===== src/hdl/pbfdl_pkg.sv =====
`timescale 1ns / 1ps
// pbfdl_pkg: shared types, fixed-point constants and saturating helpers
// for the pbf density/lambda unit; no dependencies
package pbfdl_pkg;

  localparam int FracBits  = 16;
  localparam int HqShift   = 32 - FracBits;
  localparam int Q2fR      = (2 * FracBits >= 32) ? 2 * FracBits - 32 : 0;
  localparam int Q2fL      = (2 * FracBits < 32) ? 32 - 2 * FracBits : 0;
  localparam int SqrtShift = 64 - 2 * FracBits;
  localparam int QDepth    = 2;
  localparam int QPtrW     = (QDepth > 1) ? $clog2(QDepth) : 1;

  localparam logic [63:0] RMin  = 64'd429497;
  localparam logic [63:0] OneQ  = 64'h0000_0001_0000_0000;
  localparam logic [63:0] Ones  = 64'hFFFF_FFFF_FFFF_FFFF;
  localparam logic [62:0] Max63 = 63'h7FFF_FFFF_FFFF_FFFF;

  localparam logic [30:0] HReset     = 31'd1 << FracBits;
  localparam logic [62:0] Poly6Reset = 63'h0000_0001_0000_0000;
  localparam logic [62:0] SpikyReset = 63'h0000_0001_0000_0000;
  localparam logic [30:0] RestReset  = 31'd1 << FracBits;

  typedef enum logic [1:0] {
    REG_H     = 2'd0,
    REG_POLY6 = 2'd1,
    REG_SPIKY = 2'd2,
    REG_REST  = 2'd3
  } reg_idx_e;

  typedef struct packed {
    logic [30:0] h;
    logic [62:0] poly6;
    logic [62:0] spiky;
    logic [30:0] rest;
  } cfg_t;

  typedef struct packed {
    logic [2:0][31:0] mag;
    logic [2:0]       neg;
    logic             present;
    logic             last;
  } item_t;

  function automatic logic [63:0] add_u64(logic [63:0] a, logic [63:0] b);
    logic [64:0] s;
    s = {1'b0, a} + {1'b0, b};
    return s[64] ? Ones : s[63:0];
  endfunction

  function automatic logic [63:0] add_s64(logic [63:0] a, logic [63:0] b);
    logic [64:0] s;
    s = {a[63], a} + {b[63], b};
    if (s[64] != s[63]) return s[64] ? 64'h8000_0000_0000_0000 : 64'h7FFF_FFFF_FFFF_FFFF;
    return s[63:0];
  endfunction

  function automatic logic [62:0] sat63(logic [63:0] v);
    return v[63] ? Max63 : v[62:0];
  endfunction

  function automatic logic [63:0] abs64(logic [63:0] v);
    return v[63] ? (~v + 64'd1) : v;
  endfunction

  function automatic logic [63:0] q2f(logic [63:0] v);
    if (2 * FracBits >= 32) return v >> Q2fR;
    if (v > (Ones >> Q2fL)) return Ones;
    return v << Q2fL;
  endfunction

endpackage


===== src/hdl/pbfdl_front.sv =====
`timescale 1ns / 1ps
// pbfdl_front: accepts pair beats, forms per-axis distance sign/magnitude
// and holds them in a short queue; uses pbfdl_pkg
module pbfdl_front import pbfdl_pkg::*; (
  input  logic               clk_i,
  input  logic               rst_ni,
  input  logic               in_valid_i,
  output logic               in_ready_o,
  input  logic signed [31:0] center_x_i,
  input  logic signed [31:0] center_y_i,
  input  logic signed [31:0] center_z_i,
  input  logic signed [31:0] neighbor_x_i,
  input  logic signed [31:0] neighbor_y_i,
  input  logic signed [31:0] neighbor_z_i,
  input  logic               neighbor_present_i,
  input  logic               last_neighbor_i,
  output logic               item_valid_o,
  input  logic               item_ready_i,
  output item_t              item_o
);

  item_t             q_mem [QDepth];
  logic [QPtrW-1:0]  wr_q, rd_q;
  logic [QPtrW:0]    cnt_q;
  item_t             new_item;
  logic [2:0][31:0]  cen, nbr;
  logic [32:0]       diff [3];
  logic [32:0]       absd [3];
  logic              push, pop;

  always_comb begin
    cen = {center_z_i, center_y_i, center_x_i};
    nbr = {neighbor_z_i, neighbor_y_i, neighbor_x_i};
    new_item.present = neighbor_present_i;
    new_item.last    = last_neighbor_i;
    for (int k = 0; k < 3; k++) begin
      diff[k] = {cen[k][31], cen[k]} - {nbr[k][31], nbr[k]};
      absd[k] = diff[k][32] ? (~diff[k] + 33'd1) : diff[k];
      new_item.neg[k] = diff[k][32];
      new_item.mag[k] = absd[k][31:0];
    end
  end

  assign in_ready_o   = (cnt_q < (QPtrW+1)'(QDepth));
  assign item_valid_o = (cnt_q != '0);
  assign item_o       = q_mem[rd_q];
  assign push         = in_valid_i && in_ready_o;
  assign pop          = item_valid_o && item_ready_i;

  always_ff @(posedge clk_i or negedge rst_ni) begin
    if (!rst_ni) begin
      wr_q  <= '0;
      rd_q  <= '0;
      cnt_q <= '0;
    end else begin
      if (push) begin
        wr_q <= (wr_q == QPtrW'(QDepth - 1)) ? '0 : wr_q + QPtrW'(1);
      end
      if (pop) begin
        rd_q <= (rd_q == QPtrW'(QDepth - 1)) ? '0 : rd_q + QPtrW'(1);
      end
      if (push && !pop) cnt_q <= cnt_q + (QPtrW+1)'(1);
      else if (pop && !push) cnt_q <= cnt_q - (QPtrW+1)'(1);
    end
  end

  always_ff @(posedge clk_i) begin
    if (push) q_mem[wr_q] <= new_item;
  end

endmodule


===== config.mk =====
export PLATFORM = sky130hd
export DESIGN_NAME = pbfdl_front
export DESIGN_NICKNAME = d
export VERILOG_FILES = /design/src/hdl/pbfdl_pkg.sv /design/src/hdl/pbfdl_front.sv
export SDC_FILE = /design/constraint.sdc
export NUM_CORES = 1
export LEC_CHECK = 0
export BUFFER_PORTS_ARGS = -buffer_cell sky130_fd_sc_hd__buf_2
export CAP_MARGIN = 10
export CORE_MARGIN = 2
export CORE_UTILIZATION = 25
export CTS_CLUSTER_DIAMETER = 150
export DETAILED_ROUTE_END_ITERATION = 8
export PLACE_DENSITY = 0.45
export SKIP_CTS_REPAIR_TIMING = 1
export SLEW_MARGIN = 20
export SYNTH_ARGS = -nofsm -noshare
export SYNTH_HDL_FRONTEND = slang
export SYNTH_SLANG_ARGS = --single-unit

===== constraint.sdc =====
create_clock -name clk_i -period 6.8 [get_ports clk_i]
set_input_delay 1.02 -clock clk_i [delete_from_list [all_inputs] [get_ports clk_i]]
set_output_delay 1.02 -clock clk_i [all_outputs]
set_load 0.01 [all_outputs]

**Word-level counts from Yosys, hierarchy flattened**

Memories as Yosys holds them, arrays and structs flattened.
Index checks and enable logic that the tools add are counted.

- $add $sub $neg: 10
- Order comparisons: 1
- Multiplexer cells: 9
- Bitwise gates (word level): 3
- Reduce and logical (&&, ||, !) cells: 8

Operators with widths:

| cell | count |
|---|---|
| 32-bit by 32-bit subtractor with 33-bit output | 3 |
| 32-bit by 1-bit adder with 32-bit output (second input constant) | 3 |
| 32-bit two-way mux | 3 |
| 32-bit inverter | 3 |
| 1-bit logical AND | 4 |
| 1-bit two-way mux | 4 |
| 2-bit two-way mux | 2 |
| 2-bit nonzero test | 2 |
| 1-bit adder (second input constant) | 2 |
| 2-bit by 1-bit adder with 2-bit output (second input constant) | 1 |
| 1-bit zero test | 2 |
| 2-bit less-than comparator (second input constant) | 1 |
| 2-bit by 1-bit subtractor with 2-bit output (second input constant) | 1 |

- Register bits after elaboration: 4
- Bits in writable memories: 202
- Input port bits: 198
- Memories: 1

Memory list:

| name | words | bits a word | read ports | clocked after memory_dff | wr ports | RTL line | text |
|---|---|---|---|---|---|---|---|
| q_mem | 2 | 101 | 1 | 0 | 1 | pbfdl_front.sv:22 | `item_t q_mem [QDepth];` |

**Depth between registers and ports, before layout**

Gate-level depths: netlist of run 1.

- Depth in word-level cells: 6
- Mapped depth: 16
- Gate-level depth less buffers: 15

**Worst setup path after synthesis of run 1**

OpenSTA, ideal clock, no wires.

- Kind: in2reg
- Start point: input port in_valid_i
- End point: memory q_mem[0][0] in the netlist's numbering (enable)
- Library setup time: 574 ps
- Data arrival time: 5750 ps
- Data required time: 6226 ps
- Slack: 476 ps
- Stages on the path: 2
- Cell sequence: nor2b_1 nor2b_1

- Longest elaborated chain between the ends: 3

RTL lines:

| what | RTL line | text |
|---|---|---|
| start, declared | pbfdl_front.sv:7 | `input logic in_valid_i,` |
| 1-bit logical AND | pbfdl_front.sv:47 | `assign push = in_valid_i && in_ready_o;` |
| 1-bit two-way mux | pbfdl_front.sv:68 | `if (push) q_mem[wr_q] <= new_item;` |
| 1-bit two-way mux (not written as such) | pbfdl_front.sv:68 |  |
| end, declared | pbfdl_front.sv:22 |  |

Every way passes these cells.

==> impl_metrics.env, run 1 <==
export IMPL_async_flop_share_pct=1.94
export IMPL_ys_seq_elements=206
export IMPL_clkLatencyLatePin_ns=0.55
export IMPL_via_per_inst=4.66
export IMPL_gp_congestion=0.849
export IMPL_htree_levels=1
export IMPL_crit_start="center_y_i[0]"
export IMPL_synth_cell_type_count=91
export IMPL_num_antenna_cells=0
export IMPL_overflow=0
export IMPL_power_switching_share_pct=36.0
export IMPL_coreArea_sq_mm=0.0616
export IMPL_final_common_cell="buf_2"
export IMPL_cts_root_buffer="clkbuf_16"
export IMPL_layout_common_cells="buf_2 (300), edfxtp_1 (202), inv_1 (140)"
export IMPL_crit_fanout=17
export IMPL_slew_headroom_pct=39.2
export IMPL_cap_violations=0
export IMPL_port_buffers=300
export IMPL_r2r_slack_ns=4.11
export IMPL_synth_xor_area_share_pct=9.52
export IMPL_dieHeight_um=253
export IMPL_p_switching_mw=1.99
export IMPL_dpl_instance_area_sq_mm=0.0180
export IMPL_grt_pass1_vias=12400
export IMPL_seq_power_share_pct=35.5
export IMPL_cts_path_max_buffers=3
export IMPL_synth_mux_area_share_pct=7.85
export IMPL_syn_cell_area_sq_mm=0.0155
export IMPL_pwr_share_clk_pct=23.6
export IMPL_synth_compound_area_share_pct=16.5
export IMPL_synth_simple_gate_area_share_pct=13.5
export IMPL_yosysSeqAreaShare_pct=39.7
export IMPL_cts_buffers=26
export IMPL_io_pins=301
export IMPL_report_final_slew_viol_count=0
export IMPL_syn2layout_area_growth_pct=20.7
export IMPL_drt_wl_total_um=43900
export IMPL_setup_worst_path_end_class="flip-flop"
export IMPL_cp_required_ns=7.05
export IMPL_antenna_found_initial=0
export IMPL_vdd_drop_max_uv=191
export IMPL_syn_inst=1558
export IMPL_timing_fmax_ghz=0.216
export IMPL_crit_reg2reg_launch="cnt_q[1]"
export IMPL_stdcell_area_sq_mm=0.0188
export IMPL_setup_viol=0
export IMPL_p_per_area_mw_per_mm2=294
export IMPL_startpoint_type="input port"
export IMPL_clock_sinks=206
export IMPL_combinationalPowerShare_pct=40.9
export IMPL_ys_flop_type="edfxtp_1"
export IMPL_fin_crit_sh_pct=68.2
export IMPL_row_count=91
export IMPL_wl_per_cell_um=16.3
export IMPL_post_route_drc_count=0
export IMPL_yosysWarnings=0
export IMPL_die_area_sq_mm=0.0642
export IMPL_p_leak_nw=7.62
export IMPL_grt_pass1_wl_um=67200
export IMPL_drive_gt1_share_pct=26.2
export IMPL_fin_nets=2146
export IMPL_die_w_um=253
export IMPL_synth_edff_count=202
export IMPL_cp_arrival_ns=4.88
export IMPL_syn_nets=1859
export IMPL_final_antenna_net_count=0
export IMPL_fin_skew_ns=0.0218
export IMPL_start_util_pct=25.2
export IMPL_hold_viol_final=0
export IMPL_cts_tree="built"
export IMPL_status="complete, no violations"
export IMPL_p_int_mw=3.53
export IMPL_post_route_min_period_ns=4.64
export IMPL_synth_top_family_by_area="compound AO/OA/AOI/OAI gates"
export IMPL_hp_class="in2async"
export IMPL_rsz0062_at_grt="false"
export IMPL_avgSynthCellArea_sq_um=9.98
export IMPL_hpwlAfterDp_um=34300
export IMPL_worst_pin_slew_ns=0.912
export IMPL_vias=12600
export IMPL_detail_route_first_pass_iterations=5
export IMPL_clk_pin_slew_ns=0.06
export IMPL_grt_start_max_net_pins=58
export IMPL_tns_ns=0
export IMPL_synthAdderAreaFrac_pct=8.44
export IMPL_drt_iter0_markers=619
export IMPL_crit_type="in2reg"
export IMPL_globalRouteTotalUtil_pct=13.1
==> flip-flops by register name, indices dropped and copies added, names as in the netlist <==
name	flops
q_mem	202
wr_q	1
cnt_q	2
rd_q	1
==> cell usage after synthesis (all sizes together) (7+ instances only) <==
| cell | n | share of area, % |
|---|---|---|
| or3 | 8 | 0.32 |
| and2 | 17 | 0.72 |
| a21o | 35 | 1.7 |
| xnor2 | 111 | 6.3 |
| a2111oi | 7 | 0.56 |
| o21a | 14 | 0.68 |
| nand4 | 12 | 0.48 |
| xor2 | 58 | 3.3 |
| a211oi | 16 | 0.81 |
| nor3 | 27 | 0.93 |
| o31ai | 12 | 0.67 |
| ha | 100 | 8.1 |
| edfxtp | 202 | 39 |
| inv | 141 | 3.4 |
| nand3 | 28 | 0.90 |
| nand2 | 116 | 2.8 |
| nor2 | 99 | 2.4 |
| mux2 | 103 | 7.5 |
| a21oi | 116 | 3.8 |
| a211o | 8 | 0.45 |
| o211ai | 9 | 0.52 |
| nor4 | 10 | 0.79 |
| clkbuf | 39 | 0.95 |
| nand2b | 16 | 0.64 |
| and3 | 11 | 0.44 |
| buf | 8 | 0.26 |
| a31oi | 26 | 1.0 |
| nor2b | 15 | 0.60 |
| o21ai | 87 | 2.8 |
==> power by group through the flow <==
| stage | logic (mW) | registers (mW) | clock network, mW |
|---|---|---|---|
| 2_1_floorplan | 1.55 | 1.92 | 0 |
| 3_3_place_gp | 2.28 | 1.98 | 0 |
| 3_5_place_dp | 2.30 | 1.99 | 0 |
| 4_1_cts | 2.31 | 1.97 | 1.35 |
| 5_1_grt | 2.48 | 1.99 | 1.40 |
| 6_report | 2.26 | 1.96 | 1.30 |
==> per-layer routing <==
metal / GRT usage, % / share of wire [%] / wire length [um] / vias up
met2: 23.0 / 48 / 21300 / 263
met4: 2.99 / 1.6 / 720 / 0
met1: 17.3 / 46 / 20300 / 6003
li1: - / - / - / 6261
met3: 1.42 / 3.7 / 1640 / 43
met5: 0 / 0 / 0 / -
==> through the flow <==
| step | power (mW) | setup WS (ns) | util [%] | hold WS, ns | std cells |
|---|---|---|---|---|---|
| 2_1_floorplan | 3.47 | 0.476 | - | 0.455 | 1558 |
| 4_1_cts | 5.63 | 2.12 | 30.5 | 0.220 | 2700 |
| 6_report | 5.52 | 2.16 | 30.5 | 0.264 | 2700 |
| 3_3_place_gp | 4.26 | 1.67 | 29.2 | 0.499 | 2654 |
| 3_5_place_dp | 4.29 | 1.56 | 29.2 | 0.503 | 2654 |
| 5_1_grt | 5.86 | 1.79 | 30.5 | 0.231 | 2700 |
==> kinds of logic (layout without fill, tap and decap cells) <==
group	Yosys count	after routing
muxes	109	109
DFF	206	206
AOI/OAI and AO/OA	385	385
buffers and inverters	188	493
and+or+nand+nor	398	398
adders and majority gates	103	103
xor gates and xnor gates	169	169
==> critical path, cell delays in order <==
cell	delay, ns
buf_2	0.08
inv_1	0.06
ha_1	0.24
fa_1	0.41
nand2b_1	0.18
a21oi_1	0.38
a211o_1	0.28
a21oi_1	0.14
o31ai_1	0.47
a41o_1	0.26
a21o_1	0.15
a31oi_1	0.12
mux2_2	0.44
inv_2	0.30
o21ai_0	0.17
xnor2_1	0.17
==> path summary, 6_finish.rpt <==
check | cells past startpoint | to
max | 16 | q_mem[1][63]
min | 1 | rd_q
max reg2reg | 3 | q_mem[1][64]
min reg2reg | 1 | cnt_q[0]
max in group asynchronous | 1 | rd_q
min in group clk_i | 1 | cnt_q[0]
==> area by class of cell <==
class | count | area, sq um
clock inverters | 16 | 135
repair buffers | 306 | 1550
clock buffers | 30 | 666
multi-input cells | 1164 | 8670
fillers | 6430 | 42800
inverters | 141 | 529
well taps | 837 | 1050
flip-flops and latches | 206 | 6170
Note: power is estimated with default switching activity, not from simulation.
==> run 2, diff against run 1 <==
==> constraint.sdc (replaced) <==
create_clock -name clk_i -period 4.3 [get_ports clk_i]
set_input_delay 0.645 -clock clk_i [delete_from_list [all_inputs] [get_ports clk_i]]
set_output_delay 0.645 -clock clk_i [all_outputs]
set_load 0.01 [all_outputs]
==> impl_metrics.env, run 2 (synthesis results as in run 1) <==
export IMPL_status="complete, no violations"
export IMPL_power_switching_share_pct=35.3
export IMPL_critPathMaxStageDelay_ns=0.57
export IMPL_cts_tree="built"
export IMPL_globalRouteTotalUtil_pct=13.3
export IMPL_cp_required_ns=4.57
export IMPL_cp_arrival_ns=4.07
export IMPL_via_per_inst=4.61
export IMPL_placedCellCount=2749
export IMPL_p_per_area_mw_per_mm2=458
export IMPL_grt_pass1_wl_um=69000
export IMPL_hpwlAfterDp_um=35600
export IMPL_layout_common_cells="buf_2 (300), edfxtp_1 (202), inv_1 (140)"
export IMPL_drive_gt1_share_pct=30.1
export IMPL_io_pins=301
export IMPL_hold_end="q_mem[0][0]"
export IMPL_die_area_sq_mm=0.0642
export IMPL_row_count=91
export IMPL_dpl_instance_area_sq_mm=0.0187
export IMPL_final_antenna_net_count=0
export IMPL_hold_viol_final=0
export IMPL_crit_type="in2reg"
export IMPL_post_route_drc_count=0
export IMPL_hp_class="in2reg"
export IMPL_hp_start="last_neighbor_i"
export IMPL_fin_skew_ns=0.0116
export IMPL_cts_path_max_buffers=3
export IMPL_antenna_found_initial=1
export IMPL_timing_fmax_ghz=0.263
export IMPL_clk_pin_slew_ns=0.06
export IMPL_vias=12900
export IMPL_largest_registers="q_mem: 202 flops, cnt_q: 2 flops"
export IMPL_post_route_util_pct=31.8
export IMPL_wl_per_cell_um=15.9
export IMPL_topRoutingLayerUsed="met4"
export IMPL_route_met2_wl_um=22200
export IMPL_vdd_drop_max_uv=288
export IMPL_largest_reg_flops=202
export IMPL_grt_pass1_vias=13000
export IMPL_combinationalPowerShare_pct=42.6
export IMPL_clkLatencyLatePin_ns=0.53
export IMPL_r2r_slack_ns=2.08
export IMPL_fin_cells=2795
export IMPL_cts_buffers=25
export IMPL_critPathSlowestCell="or4_4"
export IMPL_p_int_mw=5.79
export IMPL_drt_iter0_markers=619
export IMPL_pwr_share_clk_pct=23.7
export IMPL_grt_start_max_net_pins=55
export IMPL_dieHeight_um=253
export IMPL_post_route_min_period_ns=3.81
export IMPL_tns_ns=0
export IMPL_die_w_um=253
export IMPL_syn2layout_area_growth_pct=25.8
export IMPL_crit_fanout=5
export IMPL_htree_levels=1
export IMPL_clock_sinks=206
export IMPL_overflow=0
export IMPL_seq_power_share_pct=33.8
export IMPL_top_register="q_mem"
export IMPL_port_buffers=300
export IMPL_setup_worst_path_end_class="flip-flop"
export IMPL_coreArea_sq_mm=0.0616
export IMPL_holdPathStages=1
export IMPL_gp_congestion=0.866
export IMPL_cap_violations=0
export IMPL_setup_viol=0
export IMPL_fin_crit_sh_pct=88.5
export IMPL_stdcell_area_sq_mm=0.0196
export IMPL_startpoint_type="input port"
export IMPL_rsz0062_at_grt="false"
export IMPL_final_common_cell="buf_2"
export IMPL_report_final_slew_viol_count=0
export IMPL_p_switching_mw=3.16
export IMPL_fin_nets=2241
export IMPL_start_util_pct=25.2
export IMPL_cts_root_buffer="clkbuf_16"
export IMPL_r2r_end="q_mem[1][92]"
export IMPL_crit_reg2reg_launch="cnt_q[1]"
export IMPL_wl_met1_um=20200
export IMPL_holdWs_ns=0.304
export IMPL_drt_wl_total_um=44400
export IMPL_detail_route_first_pass_iterations=8
export IMPL_worst_pin_slew_ns=0.808
export IMPL_ff2ff_path_depth=3
export IMPL_crit_chain="buf_2, inv_1, ha_1, fa_1, and2b_1, o31ai_4, a21oi_2, a41o_1, xnor2_1, or4_4, nor4_4, and2_1, nand4_1, o31a_1, xnor2_1"
export IMPL_crit_path_frequent_cell="xnor2_1"
export IMPL_routed_wl_met3_um=1500
export IMPL_slew_headroom_pct=46.1
export IMPL_p_leak_nw=8.11
[run 2: power by group through the flow]
| stage | clock (mW) | combinational (mW) | sequential [mW] |
|---|---|---|---|
| after floorplan | 0 | 2.45 | 3.02 |
| after global routing | 2.26 | 4.19 | 3.07 |
| after detailed placement | 0 | 3.89 | 3.07 |
| after global placement | 0 | 3.86 | 3.05 |
| after CTS | 2.20 | 3.91 | 3.03 |
| final | 2.12 | 3.81 | 3.02 |
[run 2: worst max-delay path by stage]
stage             startpoint  slack (ns)      endpoint
2_1_floorplan  center_y_i[0]        0.27  q_mem[0][68]
3_3_place_gp   center_y_i[0]        0.03  q_mem[0][68]
3_5_place_dp   center_x_i[0]       -0.06  q_mem[0][33]
4_1_cts        center_x_i[0]        0.49  q_mem[1][33]
5_1_grt        center_y_i[0]        0.26  q_mem[0][65]
6_report       center_x_i[0]        0.49  q_mem[1][33]
[run 2: metal layers]
| layer | vias to the layer above | GRT usage (%) |
|---|---|---|
| li1 | 6459 | - |
| met1 | 6165 | 17.1 |
| met2 | 234 | 24.3 |
| met3 | 36 | 1.32 |
| met4 | 0 | 2.57 |
| met5 | - | 0 |
[run 2: layout make-up]
class | instances | area (sq um)
Fill cell | 6389 | 42000
Multi-Input combinational cell | 1164 | 8670
Sequential cell | 206 | 6170
Timing Repair Buffer | 402 | 2320
Tap cell | 837 | 1050
Clock buffer | 28 | 657
Inverter | 141 | 529
Clock inverter | 16 | 164
Antenna cell | 1 | 2.50
[run 2: worst max-delay path, delay by kind of cell]
| family | cells | cell delay (ns) |
|---|---|---|
| and+or+nand+nor | 5 | 1.55 |
| AOI/OAI and AO/OA | 4 | 1.03 |
| adders and majority gates | 2 | 0.40 |
| xor gates and xnor gates | 2 | 0.30 |
| buffers and inverters | 2 | 0.15 |
[run 2: stage by stage]
step / power [mW] / setup WS (ns)
global route: 9.51 / 0.258
CTS: 9.13 / 0.490
detailed placement: 6.95 / -0.0639
floorplan: 5.47 / 0.275
global placement: 6.92 / 0.0287
finish: 8.95 / 0.495
==> run 3, diff against run 2 <==
==> constraint.sdc (replaced) <==
create_clock -name clk_i -period 4.2 [get_ports clk_i]
set_input_delay 0.63 -clock clk_i [delete_from_list [all_inputs] [get_ports clk_i]]
set_output_delay 0.63 -clock clk_i [all_outputs]
set_load 0.01 [all_outputs]
==> impl_metrics.env, run 3 (synthesis results as in run 1) <==
export IMPL_status="complete, no violations"
export IMPL_cp_arrival_ns=4.08
export IMPL_coreArea_sq_mm=0.0616
export IMPL_num_antenna_cells=0
export IMPL_drive_gt1_share_pct=31.3
export IMPL_detail_route_first_pass_iterations=5
export IMPL_via_per_inst=4.60
export IMPL_fin_skew_ns=0.00869
export IMPL_slew_headroom_pct=52.4
export IMPL_antenna_found_initial=1
export IMPL_gp_congestion=0.855
export IMPL_post_route_util_pct=32.2
export IMPL_die_area_sq_mm=0.0642
export IMPL_crit_fanout=5
export IMPL_clk_pin_slew_ns=0.06
export IMPL_syn2layout_area_growth_pct=27.7
export IMPL_crit_type="in2reg"
export IMPL_grt_pass1_vias=13100
export IMPL_rsz0062_at_grt="false"
export IMPL_globalRouteTotalUtil_pct=13.5
export IMPL_overflow=0
export IMPL_row_count=91
export IMPL_final_common_cell="buf_2"
export IMPL_grt_pass1_wl_um=69800
export IMPL_timing_fmax_ghz=0.262
export IMPL_cap_violations=0
export IMPL_p_per_area_mw_per_mm2=466
export IMPL_cp_required_ns=4.47
export IMPL_clock_sinks=206
export IMPL_startpoint_type="input port"
export IMPL_setup_viol=0
export IMPL_die_w_um=253
export IMPL_worst_pin_slew_ns=0.712
export IMPL_largest_registers="q_mem: 202 flops, cnt_q: 2 flops"
export IMPL_p_leak_nw=8.29
export IMPL_layout_common_cells="buf_2 (300), edfxtp_1 (202), inv_1 (140)"
export IMPL_holdWs_ns=0.306
export IMPL_start_util_pct=25.2
export IMPL_port_buffers=300
export IMPL_report_final_slew_viol_count=0
export IMPL_cts_root_buffer="clkbuf_16"
export IMPL_dieHeight_um=253
export IMPL_cts_tree="built"
export IMPL_drt_iter0_markers=634
export IMPL_post_route_drc_count=0
export IMPL_cts_path_max_buffers=3
export IMPL_grt_start_max_net_pins=55
export IMPL_final_antenna_net_count=0
export IMPL_fin_crit_sh_pct=90.7
export IMPL_vdd_drop_max_uv=242
export IMPL_hp_class="in2reg"
export IMPL_hpwlAfterDp_um=36100
export IMPL_fin_nets=2274
export IMPL_setup_worst_path_end_class="flip-flop"
export IMPL_htree_levels=1
export IMPL_design_power_total_mw=9.24
export IMPL_num_fill_cells=6454
export IMPL_cts_buffers=25
export IMPL_top_register="q_mem"
export IMPL_vias=13000
export IMPL_io_pins=301
export IMPL_drt_wl_total_um=44500
export IMPL_largest_reg_flops=202
export IMPL_clkLatencyLatePin_ns=0.53
export IMPL_hold_viol_final=0
export IMPL_wl_per_cell_um=15.8
export IMPL_post_route_min_period_ns=3.81
run 3: cell count changes in the layout (fill, tap and decap cells not counted):
| cell | change |
|---|---|
| buf_4 | +31 |
| clkbuf_1 | +1 |
| inv_6 | -2 |
| clkinv_2 | -3 |
| clkbuf_8 | +2 |
| clkinv_4 | +2 |
| diode_2 | -1 |
| buf_12 | +2 |
run 3: final cells by class:
| cell class | count | area, sq um | area share, % |
|---|---|---|---|
| multi-input cells | 1164 | 8670 | 43.7 |
| flip-flops and latches | 206 | 6170 | 31.1 |
| repair buffers | 435 | 2590 | 13.1 |
| well taps | 837 | 1050 | 5.28 |
| clock buffers | 31 | 688 | 3.47 |
| inverters | 141 | 529 | 2.67 |
| clock inverters | 13 | 149 | 0.750 |
run 3: metrics by stage:
stage / area [sq um] / setup WS, ns / setup TNS [ns] / cells
3_5_place_dp: 19000 / -0.126 / -2.80 / 2782
5_1_grt: 19800 / 0.142 / 0 / 2827
6_report: 19800 / 0.390 / 0 / 2827
4_1_cts: 19800 / 0.445 / 0 / 2826
3_3_place_gp: 19000 / -0.0521 / -0.362 / 2782
2_1_floorplan: 15500 / 0.190 / 0 / 1558
run 3: worst paths after layout:
check / slack, ns / cells past startpoint / endpoint / startpoint
max in group asynchronous: 3.59 / 2 / rd_q / rst_ni
max: 0.39 / 15 / q_mem[1][36] / center_x_i[0]
min in group asynchronous: 0.47 / 2 / cnt_q[0] / rst_ni
min: 0.31 / 1 / q_mem[0][0] / last_neighbor_i
max reg2reg: 2.10 / 3 / q_mem[1][29] / cnt_q[1]
min reg2reg: 0.52 / 1 / cnt_q[0] / cnt_q[0]
run 3: layer usage:
metal	wire, um	vias up	part of all wire, %	global-route usage [%]
met5	0	-	0	0
met4	1000	0	2.2	3.63
met3	1580	56	3.6	1.44
met2	21800	253	49	23.9
met1	20200	6173	45	17.4
li1	-	6519	-	-
run 3: power breakdown:
group,leakage (nW),total [mW],internal [mW],switching (mW)
Sequential,1.90,3.07,2.95,0.126
Combinational,5.98,3.99,1.73,2.26
Clock,0.407,2.18,1.34,0.838
Total,8.29,9.24,6.02,3.22
run 3: worst max-delay path, stage by stage:
cell,delay (ns)
buf_2,0.10
inv_1,0.06
ha_1,0.19
fa_1,0.22
and2b_1,0.23
o31ai_4,0.32
a21oi_2,0.12
a41o_1,0.28
xnor2_1,0.15
or4_4,0.56
nor4_4,0.32
and2_1,0.20
nand4_1,0.26
o41ai_2,0.32
xnor2_1,0.12
